### src/sv/rclas_pkg.sv
// Package for the RC link and arm/mode supervisor.
// Holds the shared types, register codes, reset values, stream packing and
// threshold helpers. No dependencies.
package rclas_pkg;

    // Receiver channel width and link recovery depth
    localparam int CHANNEL_BITS    = 11;
    localparam int STREAK_BITS     = 4;
    localparam int COUNT_BITS      = 8;
    localparam int HYST_BITS       = 9;
    localparam logic [STREAK_BITS-1:0] RECOVER_WINDOWS = STREAK_BITS'(1);
    localparam logic [STREAK_BITS-1:0] STREAK_MAX      = '1;

    typedef logic [CHANNEL_BITS-1:0] ch_t;
    typedef logic [COUNT_BITS-1:0]   cnt_t;
    typedef logic [HYST_BITS-1:0]    hyst_t;
    typedef logic [STREAK_BITS-1:0]  streak_t;

    // Stream widths: tdata is padded to whole bytes
    localparam int IN_BITS       = 3 + 6 * CHANNEL_BITS;
    localparam int IN_DATA_BITS  = ((IN_BITS + 7) / 8) * 8;
    localparam int OUT_BITS      = 11;
    localparam int OUT_DATA_BITS = ((OUT_BITS + 7) / 8) * 8;
    localparam int CFG_ADDR_BITS = 3;
    localparam int CFG_DATA_BITS = 16;

    // Input tdata field offsets, lowest first
    localparam int OFS_FAILSAFE = 0;
    localparam int OFS_LOST     = 1;
    localparam int OFS_ROLL     = 2;
    localparam int OFS_PITCH    = OFS_ROLL + CHANNEL_BITS;
    localparam int OFS_YAW      = OFS_PITCH + CHANNEL_BITS;
    localparam int OFS_THROTTLE = OFS_YAW + CHANNEL_BITS;
    localparam int OFS_ARM      = OFS_THROTTLE + CHANNEL_BITS;
    localparam int OFS_MODE_CH  = OFS_ARM + CHANNEL_BITS;
    localparam int OFS_PERMIT   = OFS_MODE_CH + CHANNEL_BITS;

    // Register indexes on the configuration channel
    typedef enum logic [CFG_ADDR_BITS-1:0] {
        REG_STICK_MIN       = 3'd0,
        REG_STICK_MAX       = 3'd1,
        REG_WINDOW_FRAMES   = 3'd2,
        REG_LOST_LIMIT      = 3'd3,
        REG_ARM_LEVEL       = 3'd4,
        REG_MODE_LOW_LEVEL  = 3'd5,
        REG_MODE_HIGH_LEVEL = 3'd6,
        REG_MODE_HYSTERESIS = 3'd7
    } cfg_reg_e;

    // Flight mode codes
    typedef enum logic [1:0] {
        FM_STABILIZE = 2'd0,
        FM_ALT_HOLD  = 2'd1,
        FM_POS_HOLD  = 2'd2,
        FM_UNUSED    = 2'd3
    } flight_mode_e;

    // Event kind carried on s_tuser
    localparam logic EV_FRAME       = 1'b0;
    localparam logic EV_RX_MISSING  = 1'b1;

    typedef struct packed {
        ch_t   stick_min;
        ch_t   stick_max;
        cnt_t  window_frames;
        cnt_t  lost_limit;
        ch_t   arm_level;
        ch_t   mode_low_level;
        ch_t   mode_high_level;
        hyst_t mode_hysteresis;
    } cfg_t;

    localparam cfg_t CFG_RESET = '{
        stick_min:       ch_t'(180),
        stick_max:       ch_t'(1850),
        window_frames:   cnt_t'(25),
        lost_limit:      cnt_t'(20),
        arm_level:       ch_t'(1500),
        mode_low_level:  ch_t'(600),
        mode_high_level: ch_t'(1400),
        mode_hysteresis: hyst_t'(100)
    };

    typedef struct packed {
        logic rx_missing;
        logic failsafe_flag;
        logic lost_flag;
        ch_t  roll_channel;
        ch_t  pitch_channel;
        ch_t  yaw_channel;
        ch_t  throttle_channel;
        ch_t  arm_channel;
        ch_t  mode_channel;
        logic arm_permitted;
    } item_t;

    typedef struct packed {
        logic         frame_valid;
        logic         link_lost;
        logic         armed;
        logic         arm_refused;
        logic         forced_disarm;
        logic         rc_connected;
        flight_mode_e flight_mode;
        logic         mode_changed;
        logic         setpoint_sent;
        logic         window_closed;
    } result_t;

    // Unpack one input transfer
    function automatic item_t unpack_item(logic [IN_DATA_BITS-1:0] d, logic kind);
        item_t it;
        it.rx_missing       = (kind == EV_RX_MISSING);
        it.failsafe_flag    = d[OFS_FAILSAFE];
        it.lost_flag        = d[OFS_LOST];
        it.roll_channel     = d[OFS_ROLL +: CHANNEL_BITS];
        it.pitch_channel    = d[OFS_PITCH +: CHANNEL_BITS];
        it.yaw_channel      = d[OFS_YAW +: CHANNEL_BITS];
        it.throttle_channel = d[OFS_THROTTLE +: CHANNEL_BITS];
        it.arm_channel      = d[OFS_ARM +: CHANNEL_BITS];
        it.mode_channel     = d[OFS_MODE_CH +: CHANNEL_BITS];
        it.arm_permitted    = d[OFS_PERMIT];
        return it;
    endfunction

    // Pack one result, frame_valid in bit 0
    function automatic logic [OUT_DATA_BITS-1:0] pack_result(result_t r);
        logic [OUT_DATA_BITS-1:0] d;
        d = '0;
        d[0]   = r.frame_valid;
        d[1]   = r.link_lost;
        d[2]   = r.armed;
        d[3]   = r.arm_refused;
        d[4]   = r.forced_disarm;
        d[5]   = r.rc_connected;
        d[7:6] = r.flight_mode;
        d[8]   = r.mode_changed;
        d[9]   = r.setpoint_sent;
        d[10]  = r.window_closed;
        return d;
    endfunction

    // level + margin, saturating at the channel full scale
    function automatic ch_t clamp_up(ch_t lvl, hyst_t h);
        logic [CHANNEL_BITS:0] s;
        s = {1'b0, lvl} + (CHANNEL_BITS+1)'(h);
        return s[CHANNEL_BITS] ? '1 : s[CHANNEL_BITS-1:0];
    endfunction

    // level - margin, saturating at zero
    function automatic ch_t clamp_dn(ch_t lvl, hyst_t h);
        logic [CHANNEL_BITS:0] s;
        s = {1'b0, lvl} - (CHANNEL_BITS+1)'(h);
        return s[CHANNEL_BITS] ? '0 : s[CHANNEL_BITS-1:0];
    endfunction

endpackage

### src/sv/rclas_cfg_regs.sv
// Configuration register file of the RC link supervisor.
// Depends on rclas_pkg for the register codes and reset values.
module rclas_cfg_regs (
    input  logic                                aclk,
    input  logic                                aresetn,
    input  logic                                cfg_valid,
    output logic                                cfg_ready,
    input  logic [rclas_pkg::CFG_ADDR_BITS-1:0] cfg_addr,
    input  logic [rclas_pkg::CFG_DATA_BITS-1:0] cfg_data,
    output rclas_pkg::cfg_t                     cfg
);

    rclas_pkg::cfg_t cfg_reg, cfg_next;

    assign cfg_ready = 1'b1;
    assign cfg       = cfg_reg;

    // Decode one write transfer into the addressed field
    always_comb begin
        cfg_next = cfg_reg;
        if (cfg_valid) begin
            case (rclas_pkg::cfg_reg_e'(cfg_addr))
                rclas_pkg::REG_STICK_MIN:
                    cfg_next.stick_min = cfg_data[rclas_pkg::CHANNEL_BITS-1:0];
                rclas_pkg::REG_STICK_MAX:
                    cfg_next.stick_max = cfg_data[rclas_pkg::CHANNEL_BITS-1:0];
                rclas_pkg::REG_WINDOW_FRAMES:
                    cfg_next.window_frames = cfg_data[rclas_pkg::COUNT_BITS-1:0];
                rclas_pkg::REG_LOST_LIMIT:
                    cfg_next.lost_limit = cfg_data[rclas_pkg::COUNT_BITS-1:0];
                rclas_pkg::REG_ARM_LEVEL:
                    cfg_next.arm_level = cfg_data[rclas_pkg::CHANNEL_BITS-1:0];
                rclas_pkg::REG_MODE_LOW_LEVEL:
                    cfg_next.mode_low_level = cfg_data[rclas_pkg::CHANNEL_BITS-1:0];
                rclas_pkg::REG_MODE_HIGH_LEVEL:
                    cfg_next.mode_high_level = cfg_data[rclas_pkg::CHANNEL_BITS-1:0];
                rclas_pkg::REG_MODE_HYSTERESIS:
                    cfg_next.mode_hysteresis = cfg_data[rclas_pkg::HYST_BITS-1:0];
                default: ;
            endcase
        end
    end

    always_ff @(posedge aclk) begin
        if (!aresetn) begin
            cfg_reg <= rclas_pkg::CFG_RESET;
        end else begin
            cfg_reg <= cfg_next;
        end
    end

endmodule

### src/sv/rclas_supervisor.sv
// Link quality, arm and flight mode state of the RC link supervisor.
// Computes one result from the registered item and updates state on step.
// Depends on rclas_pkg.
module rclas_supervisor (
    input  logic                aclk,
    input  logic                aresetn,
    input  logic                step,
    input  rclas_pkg::cfg_t     cfg,
    input  rclas_pkg::item_t    item,
    output rclas_pkg::result_t  result
);

    rclas_pkg::cnt_t         good_reg, good_next;
    rclas_pkg::cnt_t         bad_reg, bad_next;
    logic                    lost_reg, lost_next;
    rclas_pkg::streak_t      streak_reg, streak_next;
    logic                    armed_reg, armed_next;
    logic                    conn_reg, conn_next;
    rclas_pkg::flight_mode_e fmode_reg, fmode_next;

    logic                    sticks_ok;
    logic                    valid;
    logic                    sw_on;
    logic [rclas_pkg::COUNT_BITS:0] total;
    rclas_pkg::ch_t          low_thr, high_thr;
    rclas_pkg::flight_mode_e mode_sel;

    // Stick range check
    always_comb begin
        sticks_ok = (item.roll_channel >= cfg.stick_min)
                 && (item.roll_channel <= cfg.stick_max)
                 && (item.pitch_channel >= cfg.stick_min)
                 && (item.pitch_channel <= cfg.stick_max)
                 && (item.yaw_channel >= cfg.stick_min)
                 && (item.yaw_channel <= cfg.stick_max)
                 && (item.throttle_channel >= cfg.stick_min)
                 && (item.throttle_channel <= cfg.stick_max);
        valid = !item.rx_missing && !item.failsafe_flag && !item.lost_flag && sticks_ok;
        sw_on = item.arm_channel > cfg.arm_level;
    end

    // Mode thresholds with hysteresis around the current position
    always_comb begin
        case (fmode_reg)
            rclas_pkg::FM_STABILIZE: begin
                low_thr  = rclas_pkg::clamp_up(cfg.mode_low_level, cfg.mode_hysteresis);
                high_thr = cfg.mode_high_level;
            end
            rclas_pkg::FM_ALT_HOLD: begin
                low_thr  = rclas_pkg::clamp_dn(cfg.mode_low_level, cfg.mode_hysteresis);
                high_thr = rclas_pkg::clamp_up(cfg.mode_high_level, cfg.mode_hysteresis);
            end
            default: begin
                low_thr  = cfg.mode_low_level;
                high_thr = rclas_pkg::clamp_dn(cfg.mode_high_level, cfg.mode_hysteresis);
            end
        endcase
        if (item.mode_channel < low_thr) begin
            mode_sel = rclas_pkg::FM_STABILIZE;
        end else if (item.mode_channel >= high_thr) begin
            mode_sel = rclas_pkg::FM_POS_HOLD;
        end else begin
            mode_sel = rclas_pkg::FM_ALT_HOLD;
        end
    end

    // Next state and result for the item
    always_comb begin
        good_next   = good_reg;
        bad_next    = bad_reg;
        lost_next   = lost_reg;
        streak_next = streak_reg;
        armed_next  = armed_reg;
        conn_next   = conn_reg;
        fmode_next  = fmode_reg;
        total       = '0;
        result      = '0;

        if (item.rx_missing) begin
            // Receiver gone: drop connection, force disarm
            result.forced_disarm = armed_reg;
            armed_next           = 1'b0;
            conn_next            = 1'b0;
        end else begin
            if (valid) begin
                good_next = good_reg + rclas_pkg::cnt_t'(1);
            end else begin
                bad_next = bad_reg + rclas_pkg::cnt_t'(1);
            end
            total = {1'b0, good_next} + {1'b0, bad_next};

            // Window close decision
            if (total >= {1'b0, cfg.window_frames}) begin
                result.window_closed = 1'b1;
                if (bad_next >= cfg.lost_limit) begin
                    streak_next = '0;
                    if (!lost_reg) begin
                        lost_next            = 1'b1;
                        result.forced_disarm = armed_reg;
                        armed_next           = 1'b0;
                        conn_next            = 1'b0;
                    end
                end else if (lost_reg) begin
                    if (streak_reg != rclas_pkg::STREAK_MAX) begin
                        streak_next = streak_reg + rclas_pkg::streak_t'(1);
                    end
                    if (streak_next >= rclas_pkg::RECOVER_WINDOWS) begin
                        lost_next = 1'b0;
                        conn_next = 1'b1;
                    end
                end else begin
                    streak_next = rclas_pkg::RECOVER_WINDOWS;
                end
                good_next = '0;
                bad_next  = '0;
            end

            // Valid frame on a live link: arm switch and mode switch
            if (!lost_next && valid) begin
                if (sw_on && !armed_next) begin
                    if (item.arm_permitted) begin
                        armed_next = 1'b1;
                    end else begin
                        result.arm_refused = 1'b1;
                    end
                end else if (!sw_on && armed_next) begin
                    armed_next = 1'b0;
                end
                conn_next            = 1'b1;
                result.mode_changed  = (mode_sel != fmode_reg);
                fmode_next           = mode_sel;
                result.setpoint_sent = 1'b1;
            end
        end

        result.frame_valid  = valid;
        result.link_lost    = lost_next;
        result.armed        = armed_next;
        result.rc_connected = conn_next;
        result.flight_mode  = fmode_next;
    end

    always_ff @(posedge aclk) begin
        if (!aresetn) begin
            good_reg   <= '0;
            bad_reg    <= '0;
            lost_reg   <= 1'b1;
            streak_reg <= '0;
            armed_reg  <= 1'b0;
            conn_reg   <= 1'b0;
            fmode_reg  <= rclas_pkg::FM_STABILIZE;
        end else if (step) begin
            good_reg   <= good_next;
            bad_reg    <= bad_next;
            lost_reg   <= lost_next;
            streak_reg <= streak_next;
            armed_reg  <= armed_next;
            conn_reg   <= conn_next;
            fmode_reg  <= fmode_next;
        end
    end

endmodule

### src/sv/rc_link_arm_mode_supervisor.sv
// Top level of the RC link and arm/mode supervisor: input register, result
// register and stream handshakes. Uses rclas_pkg, rclas_cfg_regs, rclas_supervisor.
//
//  channel   dir  handshake              payload
//  s_        in   s_tvalid / s_tready    s_tdata (frame fields), s_tuser (event kind)
//  m_        out  m_tvalid / m_tready    m_tdata (result fields)
//  cfg_      in   cfg_valid / cfg_ready  cfg_addr, cfg_data
//
// An input transfer loads the input register; when the result register is empty
// or its result is being taken, the item steps into it and m_tvalid rises. One
// item per cycle is sustained while m_tready is high, set by the single input
// register feeding the result register through the state update logic.
// Reset (aresetn low, synchronous) empties both registers and restores
// register defaults; the link starts lost. cfg_ready is always high.
// A stalled m_ side holds the result and the item behind it; s_tready drops
// only when both are full.
module rc_link_arm_mode_supervisor (
    input  logic                                aclk,
    input  logic                                aresetn,
    input  logic                                s_tvalid,
    output logic                                s_tready,
    // failsafe_flag, lost_flag, roll_channel, pitch_channel, yaw_channel,
    // throttle_channel, arm_channel, mode_channel, arm_permitted, zero pad
    input  logic [rclas_pkg::IN_DATA_BITS-1:0]  s_tdata,
    // event kind: frame or receiver missing
    input  logic                                s_tuser,
    output logic                                m_tvalid,
    input  logic                                m_tready,
    // frame_valid, link_lost, armed, arm_refused, forced_disarm, rc_connected,
    // flight_mode[1:0], mode_changed, setpoint_sent, window_closed, zero pad
    output logic [rclas_pkg::OUT_DATA_BITS-1:0] m_tdata,
    input  logic                                cfg_valid,
    output logic                                cfg_ready,
    input  logic [rclas_pkg::CFG_ADDR_BITS-1:0] cfg_addr,
    input  logic [rclas_pkg::CFG_DATA_BITS-1:0] cfg_data
);

    rclas_pkg::cfg_t    cfg;
    rclas_pkg::item_t   item_reg;
    rclas_pkg::result_t result;
    logic               in_valid_reg, in_valid_next;
    logic               out_valid_reg, out_valid_next;
    logic [rclas_pkg::OUT_DATA_BITS-1:0] out_data_reg;
    logic               advance;
    logic               step;
    logic               s_xfer;

    rclas_cfg_regs u_cfg (
        .aclk      (aclk),
        .aresetn   (aresetn),
        .cfg_valid (cfg_valid),
        .cfg_ready (cfg_ready),
        .cfg_addr  (cfg_addr),
        .cfg_data  (cfg_data),
        .cfg       (cfg)
    );

    rclas_supervisor u_sup (
        .aclk    (aclk),
        .aresetn (aresetn),
        .step    (step),
        .cfg     (cfg),
        .item    (item_reg),
        .result  (result)
    );

    // Pipeline flow control
    assign advance  = !out_valid_reg || m_tready;
    assign step     = in_valid_reg && advance;
    assign s_tready = !in_valid_reg || advance;
    assign s_xfer   = s_tvalid && s_tready;
    assign m_tvalid = out_valid_reg;
    assign m_tdata  = out_data_reg;

    always_comb begin
        in_valid_next = s_xfer ? 1'b1 : (advance ? 1'b0 : in_valid_reg);
        out_valid_next = advance ? in_valid_reg : out_valid_reg;
    end

    // Valid bits
    always_ff @(posedge aclk) begin
        if (!aresetn) begin
            in_valid_reg  <= 1'b0;
            out_valid_reg <= 1'b0;
        end else begin
            in_valid_reg  <= in_valid_next;
            out_valid_reg <= out_valid_next;
        end
    end

    // Payload registers
    always_ff @(posedge aclk) begin
        if (s_xfer) begin
            item_reg <= rclas_pkg::unpack_item(s_tdata, s_tuser);
        end
        if (step) begin
            out_data_reg <= rclas_pkg::pack_result(result);
        end
    end

endmodule

### config.mk
export PLATFORM = sky130hd
export DESIGN_NAME = rc_link_arm_mode_supervisor
export DESIGN_NICKNAME = d
export VERILOG_FILES = /design/src/sv/rclas_pkg.sv /design/src/sv/rclas_cfg_regs.sv /design/src/sv/rclas_supervisor.sv /design/src/sv/rc_link_arm_mode_supervisor.sv
export SDC_FILE = /design/constraint.sdc
export NUM_CORES = 1
export LEC_CHECK = 0
export BUFFER_PORTS_ARGS = -buffer_cell sky130_fd_sc_hd__buf_2
export CORE_MARGIN = 5
export CORE_UTILIZATION = 50
export CTS_CLUSTER_SIZE = 28
export DETAILED_ROUTE_END_ITERATION = 7
export PLACE_DENSITY = 0.79
export SLEW_MARGIN = 10
export SYNTH_ARGS = -nofsm -noshare
export SYNTH_HDL_FRONTEND = slang
export SYNTH_SLANG_ARGS = --single-unit
### constraint.sdc
create_clock -name aclk -period 7.5 [get_ports aclk]
set_input_delay 1.125 -clock aclk [delete_from_list [all_inputs] [get_ports aclk]]
set_output_delay 1.125 -clock aclk [all_outputs]
set_load 0.02 [all_outputs]
# [Word level (Yosys, flattened, before mapping)]
# Cells that the tools add are included.
[op_classes] magnitude_cmp=14 bitwise_logic=3 reduce_logical=40 multipliers=0 eq_ne=10 mux=54 n_div=0 shift=0 n_addsub=8
[ops] operator="$ge 11x11->1" count=5
[ops] operator="$mux 8" count=6
[ops] operator="$le 11x11->1" count=4
[ops] operator="$mux 11" count=4
[ops] operator="$pmux 11 s2" count=2
[ops] operator="$mux 1" count=31
[ops] operator="$mux 4" count=7
[ops] operator="$add 11x9->12" count=2
[ops] operator="$sub 11x9->12" count=2
[ops] operator="$reduce_and 2->1" count=9
[ops] operator="$add 8x1->8 const B" count=2
[ops] operator="$logic_and 1x1->1" count=15
[ops] operator="$eq 3x3->1 const B" count=4
[ops] operator="$gt 11x11->1" count=1
[ops] operator="$lt 11x11->1" count=1
[ops] operator="$add 8x8->9" count=1
[ops] operator="$ge 9x8->1" count=1
[ops] operator="$ge 8x8->1" count=1
[ops] operator="$logic_not 1->1" count=8
[ops] operator="$mux 2" count=4
[ops] operator="$eq 3x2->1 const B" count=2
[ops] operator="$add 4x1->4 const B" count=1
[ops] operator="$ge 4x1->1 const B" count=1
[ops] operator="$ne 4x4->1 const B" count=1
[ops] operator="other kinds (11)" count=14
[totals] register_bits=188 out_inout_bits=19 latchBits=0 input_bits=97 mem_count=0 romBits=0 mem_bits_rw=0 wordCells=160

# [Depth between registers and ports, before layout]
# Gate-level depths: netlist of the first run.
[logic_depth] depth_word=25 depth_mapped=29 mapped_depth_nobuf=26

# [Cells and area by module]
# Synthesis of the first run repeated with hierarchy kept, for this count alone.
[hier_totals] cells_unflattened=1334 area_unflattened_um2=12752.2
[by_module_without_submodules] module="rclas_supervisor" area_per_inst_um2=7026.7 cells_each=937 n_inst=1 seq_area_each_um2=500.5
[by_module_without_submodules] module="rclas_cfg_regs" area_per_inst_um2=3148.0 cells_each=301 n_inst=1 seq_area_each_um2=1601.5
[by_module_without_submodules] module="rc_link_arm_mode_supervisor" area_per_inst_um2=2577.5 cells_each=96 n_inst=1 seq_area_each_um2=2472.4

# [Least setup slack after synthesis of the first run]
# Ideal clock, no wire load.
[synth_path] path_kind="reg2reg" startpoint="register item_reg[40] (netlist name)" endpoint="register out_data_reg (netlist bit m_tdata[6]), data pin" setup_slack_ns=1.636 arrival_ns=5.605 t_required_ns=7.240 path_buffers=3 stages_incl_launch_ff=26 synth_period_minus_slack_ns=5.864 setup_time_ns=0.260 cell_sequence="edfxtp_1 -> ha_1 -> nand3_1 -> or4_4 -> a211oi_2 -> nor4b_2 -> and4b_1 -> buf_4 -> buf_4 -> mux2_2 -> fa_1 -> a21o_1 -> a21oi_2 -> o21bai_1 -> a21oi_1 -> xnor2_1 -> ha_1 -> nor2b_1 -> o21ai_0 -> o211ai_1 -> or3_1 -> clkbuf_2 -> a32oi_2 -> nand2_1 -> inv_2 -> mux2_2"
[synth_lines] element="from (decl)" line_no="rc_link_arm_mode_supervisor.sv:39" rtl="rclas_pkg::item_t item_reg;"
[synth_lines] element="from (signal assigned)" line_no="rc_link_arm_mode_supervisor.sv:94" rtl="item_reg <= rclas_pkg::unpack_item(s_tdata, s_tuser);"
[synth_lines] element="to (signal assigned)" line_no="rc_link_arm_mode_supervisor.sv:97" rtl="out_data_reg <= rclas_pkg::pack_result(result);"
[synth_lines] element="to (decl)" line_no="rc_link_arm_mode_supervisor.sv:43" rtl="logic [rclas_pkg::OUT_DATA_BITS-1:0] out_data_reg;"

==> results_dict.tcl, run 1 <==
set metrics [dict create \
    cts_max_level 4 \
    grt_pass1_vias 9994 \
    die_h_um 169 \
    endpoint_kind "flip-flop" \
    grt_max_degree 112 \
    ir_worst_vdd_v 0.000143 \
    rsz0062_at_grt "false" \
    yosysUniqueCellTypes 73 \
    routed_wl_um 30500 \
    hold_violations 0 \
    slowest_delay_ns 0.61 \
    worstMarginPinSlew_ns 1.12 \
    finClkSkew_ns 0.0116 \
    p_leak_uw 0.00590 \
    synth-seq-cells 188 \
    drv_cap 0 \
    cts_tree "built" \
    max_freq_ghz 0.152 \
    final_cell_mix "nand2_1, ha_1, inv_1, dfxtp_1, buf_2" \
    die_x_um 169 \
    finalPower_uw 2330 \
    fin_crit_ns 6.57 \
    drtAntennaViolNets 0 \
    syn_inst 1388 \
    fin_util_pct 55.6 \
    cp.arrival_ns 6.76 \
    async_flop_share_pct 0 \
    vias 10300 \
    fin_nets 1747 \
    std_cell_rows 58 \
    viasPerCell 5.69 \
    post_cts_buffers 0 \
    cts.sinks 188 \
    path_common_cell "ha_1" \
    synthFlopType "dfxtp_1" \
    drive_gt1_share_pct 10.8 \
    grtUsageTotal_pct 21.4 \
    pin_count 116 \
    overflow 0 \
    outcome "finished, final reports clean" \
    slowest_stage "a2111oi_0" \
    gp_congestion 0.875 \
    numCtsBuffers 17 \
    synth_edf_count 81 \
    die-area_um2 28400 \
    drt_iter0_markers 694 \
    hp-class "reg2reg" \
    critPathKind "reg2reg" \
    clock_latency_ns 0.44 \
    dpl.cell_count 1773 \
    port_buffers 101 \
    power_density_nw_per_um2 168 \
    setup_slack_ns 0.928 \
    antenna_found_initial 1 \
    dr.pass1.iters 5 \
    cts_buffer_depth 2 \
    final_common_cell "nand2_1" \
    clockRootBuffer "clkbuf_16" \
    hpwl_um 23400 \
    post_drt_wl_per_cell_um 16.9 \
    clkTransAtPathRegs_ns 0.07 \
    syn2layout_area_growth_pct 10.5 \
    core_area_um2 25000 \
    final_cells 1806 \
    required_ns 7.68 \
    initial_core_util_pct 50.4 \
    cp_max_fo 13 \
    yosysWarnings 0 \
    cts_hold_buf 0 \
    fin_tns_setup_ns 0 \
    finalCritPeriodShare_pct 87.6 \
    synthesis.area_um2 12600 \
    cts.repair.resized 0 \
    relSlewSlack_pct 25.3 \
    setup_viol 0 \
    drc 0 \
    worstSetupStartpointType "flip-flop" \
    worstPathCellList "ha_1, nand2b_1, a2111oi_0, or4_1, a32oi_1, and4b_1, buf_4, nor4b_1, xor2_1, ha_1, inv_1, nor4_1, a31oi_1, nand2_1, a211o_1, ha_1, o2111ai_1, o211ai_1, or3_1, a32oi_2, nand2_1, inv_2, mux2_2" \
    largest_register_ffs 80 \
    place_ws_ns 1.02 \
    syn_area_per_cell_um2 9.06 \
    ys_seq_area_share_pct 36.4 \
    grt_first_pass_wirelength_um 49600 \
    slew_violations 0 \
]
Yosys cell counts (all sizes together) (9+ instances only):
cell type	n	area [um2]
nor2b	29	181
o21a	16	120
nand2	195	732
o21ai	59	295
nand2b	19	119
xnor2	32	280
a21oi	82	414
clkbuf	42	160
inv	108	405
o31ai	9	67.6
nor2	61	229
nand4	22	144
dfxtp	107	2140
o21bai	12	90.1
o211ai	47	353
nand3	34	170
ha	183	2290
nor3	30	150
buf	14	105
a21o	25	188
a21boi	53	398
edfxtp	81	2430
and3	10	62.6
per-layer routing:
metal,global-route usage (%),up-vias,routed length [um],share of wire [%]
li1,-,5145,-,-
met3,3.29,43,1380,4.5
met4,5.72,0,653,2.1
met2,37.2,255,14700,48
met5,0,-,0,0
met1,27.9,4842,13800,45
stage by stage:
stage / area [um2] / hold WS (ns)
finish: 13900 / 0.469
global route: 13900 / 0.490
CTS: 13900 / 0.471
detailed placement: 13300 / 0.460
global placement: 13300 / 0.455
floorplan: 12600 / 0.443
path summary, 6_finish.rpt:
check,start,end,slack [ns],cells after the start
setup / recovery,u_cfg.cfg[69]$_SDFFE_PN0P_,m_tdata[6]$_DFFE_PP_,0.93,23
hold / removal,u_cfg.cfg[43]$_SDFFE_PN0P_,u_cfg.cfg[43]$_SDFFE_PN0P_,0.47,2
setup reg to reg,u_cfg.cfg[69]$_SDFFE_PN0P_,m_tdata[6]$_DFFE_PP_,0.93,23
hold reg to reg,u_cfg.cfg[43]$_SDFFE_PN0P_,u_cfg.cfg[43]$_SDFFE_PN0P_,0.47,2
power breakdown:
group	internal (uW)	leakage, uW	switching (uW)
Combinational	120	0.00395	171
Sequential	1110	0.00166	27.8
Clock	473	0.000290	433
cell families (layout without fill, tap and decap cells):
| family | after synthesis | count (layout) | share of synthesized area, % |
|---|---|---|---|
| buffers and inverters | 164 | 247 | 5.33 |
| xor gates and xnor gates | 40 | 40 | 2.79 |
| and+or+nand+nor | 439 | 439 | 16.5 |
| muxes | 7 | 7 | 0.627 |
| other | 2 | 7 | 0.0597 |
| DFF | 188 | 188 | 36.4 |
| adders and majority gates | 188 | 188 | 19.0 |
| AOI/OAI and AO/OA | 360 | 360 | 19.3 |
worst max-delay path, delay by kind of cell (launching register included):
kind	cells	cell delay (ns)
xor gates and xnor gates	1	0.33
adders and majority gates	3	0.88
muxes	1	0.35
AOI/OAI and AO/OA	7	1.75
DFF	1	0.48
and+or+nand+nor	8	2.05
buffers and inverters	3	0.47
layout make-up:
type	count	area, um2
timing repair buffer	107	551
tap	330	413
clock buffer	18	429
inverter	108	405
sequential	188	4570
clock inverter	14	163
fill	2212	11100
antenna	1	2.50
multi-input combinational	1040	7350
(Power assumes the default switching activity.)
==> inputs of run 2 (changes only) <==
--- a/config.mk
+++ b/config.mk
@@ -6,6 +6,7 @@
 export NUM_CORES = 1
 export LEC_CHECK = 0
 export BUFFER_PORTS_ARGS = -buffer_cell sky130_fd_sc_hd__buf_2
+export CORE_ASPECT_RATIO = 1.4
 export CORE_MARGIN = 5
 export CORE_UTILIZATION = 50
 export CTS_CLUSTER_SIZE = 28
==> run 2 against run 1 <==
Final area up 0.24%. Routed wire length grew 1.6%. Combinational power about the same. Register-to-register slack barely moved. Clock skew is 0.00087 ns lower. Sequential share of layout area shrank 0.080 points. Maximum frequency is 0.17% lower. Clock power up 4.2%. Largest cell class unchanged. Highest routed layer unchanged.
==> results_dict.tcl, run 2 (synthesized netlist as in run 1, its figures left out) <==
set metrics [dict create \
    outcome "finished, final reports clean" \
    dpl.cell_count 1761 \
    largest_register_ffs 80 \
    initial_core_util_pct 50.8 \
    final_cell_mix "nand2_1, ha_1, inv_1, dfxtp_1, buf_2" \
    grt_max_degree 112 \
    rr_startpoint "u_cfg.cfg[75]$_SDFFE_PN0P_" \
    fin_nets 1750 \
    gp_congestion 0.940 \
    dr.pass1.iters 5 \
    setup_viol 0 \
    die-area_um2 28500 \
    combPwrFrac_pct 12.4 \
    final_common_cell "nand2_1" \
    final_cells 1793 \
    post_drt_wl_per_cell_um 17.3 \
    viasPerCell 5.78 \
    vias 10400 \
    place_area_um2 13300 \
    numCtsBuffers 17 \
    seq_area_um2 4570 \
    std_cell_rows 68 \
    die_x_um 144 \
    critPathKind "reg2reg" \
    drive_gt1_share_pct 11.0 \
    min_from "u_cfg.cfg[52]$_SDFFE_PN0P_" \
    grtUsageTotal_pct 22.5 \
    cp_max_fo 9 \
    clkTransAtPathRegs_ns 0.07 \
    slowest_delay_ns 0.57 \
    slowest_stage "or4_4" \
    pin_count 116 \
    ir_worst_vdd_v 0.000174 \
    worstSetupStartpointType "flip-flop" \
    syn2layout_area_growth_pct 10.7 \
    drc 0 \
    grt_pass1_vias 10500 \
    max_freq_ghz 0.152 \
    p_leak_uw 0.00593 \
    cts.repair.resized 0 \
    cts_hold_buf 0 \
    required_ns 7.70 \
    rsz0062_at_grt "false" \
    drv_cap 0 \
    routed_wl_um 31000 \
    drt_iter0_markers 551 \
    fin_tns_setup_ns 0 \
    overflow 0 \
    setup_slack_ns 0.917 \
    cts_max_level 4 \
    cts_buffer_depth 2 \
    antenna_cells 0 \
    endpoint_kind "flip-flop" \
    hp-class "reg2reg" \
    swShare_pct 25.5 \
    die_h_um 198 \
    drtAntennaViolNets 0 \
    relSlewSlack_pct 27.1 \
    grt_first_pass_wirelength_um 51200 \
    nFillCells 2156 \
    finalPower_uw 2370 \
    post_cts_buffers 0 \
    finClkSkew_ns 0.0107 \
    cts_tree "built" \
    port_buffers 101 \
    cts.sinks 188 \
    hold_violations 0 \
    place_ws_ns 1.00 \
    p_clk_share_pct 39.8 \
    worstSetupStartpoint "u_cfg.cfg[75]$_SDFFE_PN0P_" \
    finalCritPeriodShare_pct 87.8 \
    p_sw_uw 606 \
    clockRootBuffer "clkbuf_16" \
    cp.arrival_ns 6.78 \
    clock_latency_ns 0.44 \
    multi_input_area_um2 7350 \
    final_area_um2 13900 \
    power_density_nw_per_um2 171 \
    p_seq_share_pct 47.8 \
    worstMarginPinSlew_ns 1.09 \
    internal_power_uw 1770 \
    rrSetupSlack_ns 0.92 \
    core_area_um2 24800 \
    slew_violations 0 \
    hpwl_um 23900 \
    fin_crit_ns 6.58 \
    antenna_found_initial 0 \
    worstPathCellList "inv_1, ha_1, nand3_1, or4_4, a211oi_2, nor4b_2, nand4b_1, mux2_2, fa_1, a21o_1, a21oi_2, o21bai_1, a21oi_1, xnor2_1, ha_1, nor2b_1, o21ai_0, o211ai_1, or3_1, a32oi_2, nand2_1, inv_2, mux2_2" \
]
==> run 2: cell types whose count changed in the layout (fill, tap and decap cells not counted), sizes merged <==
| cell | delta |
|---|---|
| clkbuf | +5 |
| buf | +3 |
| clkinv | -3 |
| inv | -2 |
| diode | -1 |
==> run 2: power groups by stage <==
stage          logic (uW)  registers [uW]  clock network, uW
2_1_floorplan         205            1150                  0
3_3_place_gp          281            1160                  0
3_5_place_dp          292            1160                  0
4_1_cts               294            1130                963
5_1_grt               334            1140               1010
6_report              294            1140                945
==> run 2: layer usage <==
metal | GRT usage [%] | routed length, um
met5 | 0 | 0
met4 | 10.5 | 1310
met3 | 3.05 | 1090
met2 | 42.0 | 16500
met1 | 24.7 | 12100
==> run 2: cell type report <==
| type | instances | share of cell area [%] |
|---|---|---|
| clock buffer | 23 | 3.82 |
| clock inverter | 9 | 0.665 |
| inverter | 108 | 2.91 |
| multi-input combinational | 1040 | 52.8 |
| sequential | 188 | 32.9 |
| tap | 315 | 2.83 |
| timing repair buffer | 110 | 4.12 |
==> run 2: worst paths after layout <==
kind,end,cells after the start
min reg2reg,u_cfg.cfg[52]$_SDFFE_PN0P_,2
min,u_cfg.cfg[52]$_SDFFE_PN0P_,2
max reg2reg,m_tdata[6]$_DFFE_PP_,23
max,m_tdata[6]$_DFFE_PP_,23
==> run 2: worst max-delay path: cells and delay by family (launching register included) <==
kind                       cells  cell delay, ns
xor gates and xnor gates       1            0.18
DFF                            1            0.34
buffers and inverters          2            0.25
AOI/OAI and AO/OA              8            1.61
muxes                          2            0.77
adders and majority gates      3            1.09
and+or+nand+nor                7            2.09
==> run 2: through the flow <==
stage	hold slack, ns	utilization [%]
floorplan	0.443	-
detailed placement	0.461	53.7
finish	0.467	56.2
global placement	0.454	53.7
CTS	0.470	56.2
global route	0.494	56.2
==> inputs of run 3 (changes only) <==
--- a/config.mk
+++ b/config.mk
@@ -11,7 +11,7 @@
 export CORE_UTILIZATION = 50
 export CTS_CLUSTER_SIZE = 28
 export DETAILED_ROUTE_END_ITERATION = 7
-export PLACE_DENSITY = 0.79
+export PLACE_DENSITY = 0.67
 export SLEW_MARGIN = 10
 export SYNTH_ARGS = -nofsm -noshare
 export SYNTH_HDL_FRONTEND = slang
==> run 3 against run 2 <==
Routed wire length fell by 0.52%. Critical endpoint unchanged. Critical path depth did not move. Highest routed layer unchanged. Final area fell by 0.13%.
==> results_dict.tcl, run 3 (synthesized netlist as in run 1, its figures left out) <==
set metrics [dict create \
    rr_startpoint "u_cfg.cfg[76]$_SDFFE_PN1P_" \
    setup_viol 0 \
    power_density_nw_per_um2 171 \
    hold_violations 0 \
    worstMarginPinSlew_ns 1.15 \
    combPwrFrac_pct 12.3 \
    drive_gt1_share_pct 10.8 \
    syn2layout_area_growth_pct 10.6 \
    std_cell_rows 68 \
    endpoint_kind "flip-flop" \
    finClkSkew_ns 0.0114 \
    post_drt_wl_per_cell_um 17.2 \
    required_ns 7.69 \
    outcome "finished, final reports clean" \
    slew_violations 0 \
    cts_buffer_depth 2 \
    max_freq_ghz 0.146 \
    final_common_cell "nand2_1" \
    internal_power_uw 1790 \
    finalPower_uw 2380 \
    clockRootBuffer "clkbuf_16" \
    cts.repair.resized 0 \
    relSlewSlack_pct 22.9 \
    largest_register_ffs 80 \
    overflow 0 \
    port_buffers 101 \
    core_area_um2 24800 \
    post_cts_buffers 0 \
    hpwl_um 24200 \
    cts_max_level 4 \
    worstSetupStartpointType "flip-flop" \
    p_clk_share_pct 40.1 \
    drc 0 \
    worstPathCellList "inv_1, ha_1, nand3_1, or4_4, a211oi_2, nor4b_2, and4b_1, mux2_2, fa_1, a21o_1, a21oi_2, o21bai_1, a21oi_1, xnor2_1, ha_1, nor2b_1, o21ai_0, o211ai_1, or3_1, a32oi_2, nand2_1, inv_2, mux2_2" \
    p_leak_uw 0.00590 \
    antenna_cells 0 \
    cts_hold_buf 0 \
    hold_end "u_cfg.cfg[49]$_SDFFE_PN0P_" \
    drv_cap 0 \
    fin_tns_setup_ns 0 \
    reg2reg_to "m_tdata[6]$_DFFE_PP_" \
    critPathKind "reg2reg" \
    gp_congestion 0.895 \
    rr_worst_depth 23 \
    hp-class "reg2reg" \
    fin_crit_ns 6.83 \
    grt_max_degree 112 \
    die_x_um 144 \
    cp.arrival_ns 7.02 \
    slowest_stage "and4b_1" \
    p_sw_uw 598 \
    clkTransAtPathRegs_ns 0.07 \
    grt_pass1_vias 10200 \
    swShare_pct 25.1 \
    nFillCells 2277 \
    rrSetupSlack_ns 0.67 \
    grt_first_pass_wirelength_um 50000 \
    viasPerCell 5.69 \
    min_from "u_cfg.cfg[49]$_SDFFE_PN0P_" \
    drtAntennaViolNets 0 \
    cts_tree "built" \
    slowest_delay_ns 0.68 \
    antenna_found_initial 0 \
    dr.pass1.iters 5 \
    seq_area_um2 4570 \
    drt_iter0_markers 465 \
    pin_count 116 \
    ir_worst_vdd_v 0.000173 \
    rsz0062_at_grt "false" \
    multi_input_area_um2 7350 \
    die-area_um2 28500 \
    die_h_um 198 \
    p_seq_share_pct 47.6 \
    worstSetupStartpoint "u_cfg.cfg[76]$_SDFFE_PN1P_" \
    grtUsageTotal_pct 22.2 \
    fin_nets 1748 \
    final_cell_mix "nand2_1, ha_1, inv_1, dfxtp_1, buf_2" \
    place_area_um2 13300 \
    routed_wl_um 30900 \
    cp_max_fo 14 \
    cts.sinks 188 \
    final_area_um2 13900 \
    vias 10200 \
    hold_path_depth 2 \
    clock_latency_ns 0.45 \
    initial_core_util_pct 50.8 \
    finalCritPeriodShare_pct 91.1 \
    numCtsBuffers 17 \
]
## run 3: cell types whose count changed in the layout (fill, tap and decap cells not counted)
cell / delta
bufinv_16: +3
clkinv_2: -1
clkbuf_8: -2
inv_6: -1
clkinv_4: -2
clkbuf_16: -3
clkinv_1: +1
clkinvlp_4: +5
buf_4: -2
## run 3: final cells by class
class | count | area share (%)
inverter | 108 | 2.92
clock buffer | 18 | 3.09
timing repair buffer | 108 | 4.01
tap | 315 | 2.83
sequential | 188 | 32.9
clock inverter | 14 | 1.39
multi-input combinational | 1040 | 52.9
## run 3: power groups by stage
stage               clock network [uW]  registers [uW]  logic, uW
global placement                     0            1160        285
finish                             957            1130        293
floorplan                            0            1150        205
CTS                                976            1130        296
global route                      1010            1140        334
detailed placement                   0            1160        293
## run 3: worst max-delay path by stage
| stage | end | slack, ns | cells after the start |
|---|---|---|---|
| 4_1_cts | m_tdata[6]$_DFFE_PP_ | 0.69 | 23 |
| 6_report | m_tdata[6]$_DFFE_PP_ | 0.67 | 23 |
| 2_1_floorplan | m_tdata[6]$_DFFE_PP_ | 1.64 | 25 |
| 3_3_place_gp | m_tdata[6]$_DFFE_PP_ | 0.77 | 23 |
| 3_5_place_dp | m_tdata[6]$_DFFE_PP_ | 0.73 | 23 |
| 5_1_grt | m_tdata[6]$_DFFE_PP_ | 0.35 | 23 |
## run 3: metrics by stage
stage	std cells	setup WS, ns	util (%)	hold WS [ns]
2_1_floorplan	1392	1.64	-	0.443
3_3_place_gp	1759	0.774	53.7	0.454
3_5_place_dp	1759	0.729	53.7	0.462
4_1_cts	1791	0.690	56.2	0.472
5_1_grt	1791	0.353	56.2	0.494
6_report	1791	0.670	56.2	0.469
## run 3: critical path: cells and delay by family, from the launching register on
| family | cells | cell delay [ns] |
|---|---|---|
| buf+inv | 2 | 0.25 |
| fa+ha+maj | 3 | 1.08 |
| flops | 1 | 0.31 |
| compound gates | 8 | 1.57 |
| mux | 2 | 0.78 |
| xor+xnor | 1 | 0.16 |
| simple gates | 7 | 2.42 |
## run 3: per-layer routing
metal,wire (um),vias to the layer above,global-route usage [%]
met5,0,-,0
met4,1420,0,11.2
met3,952,78,3.17
met2,16500,201,41.6
met1,12000,4784,23.9
li1,-,5127,-
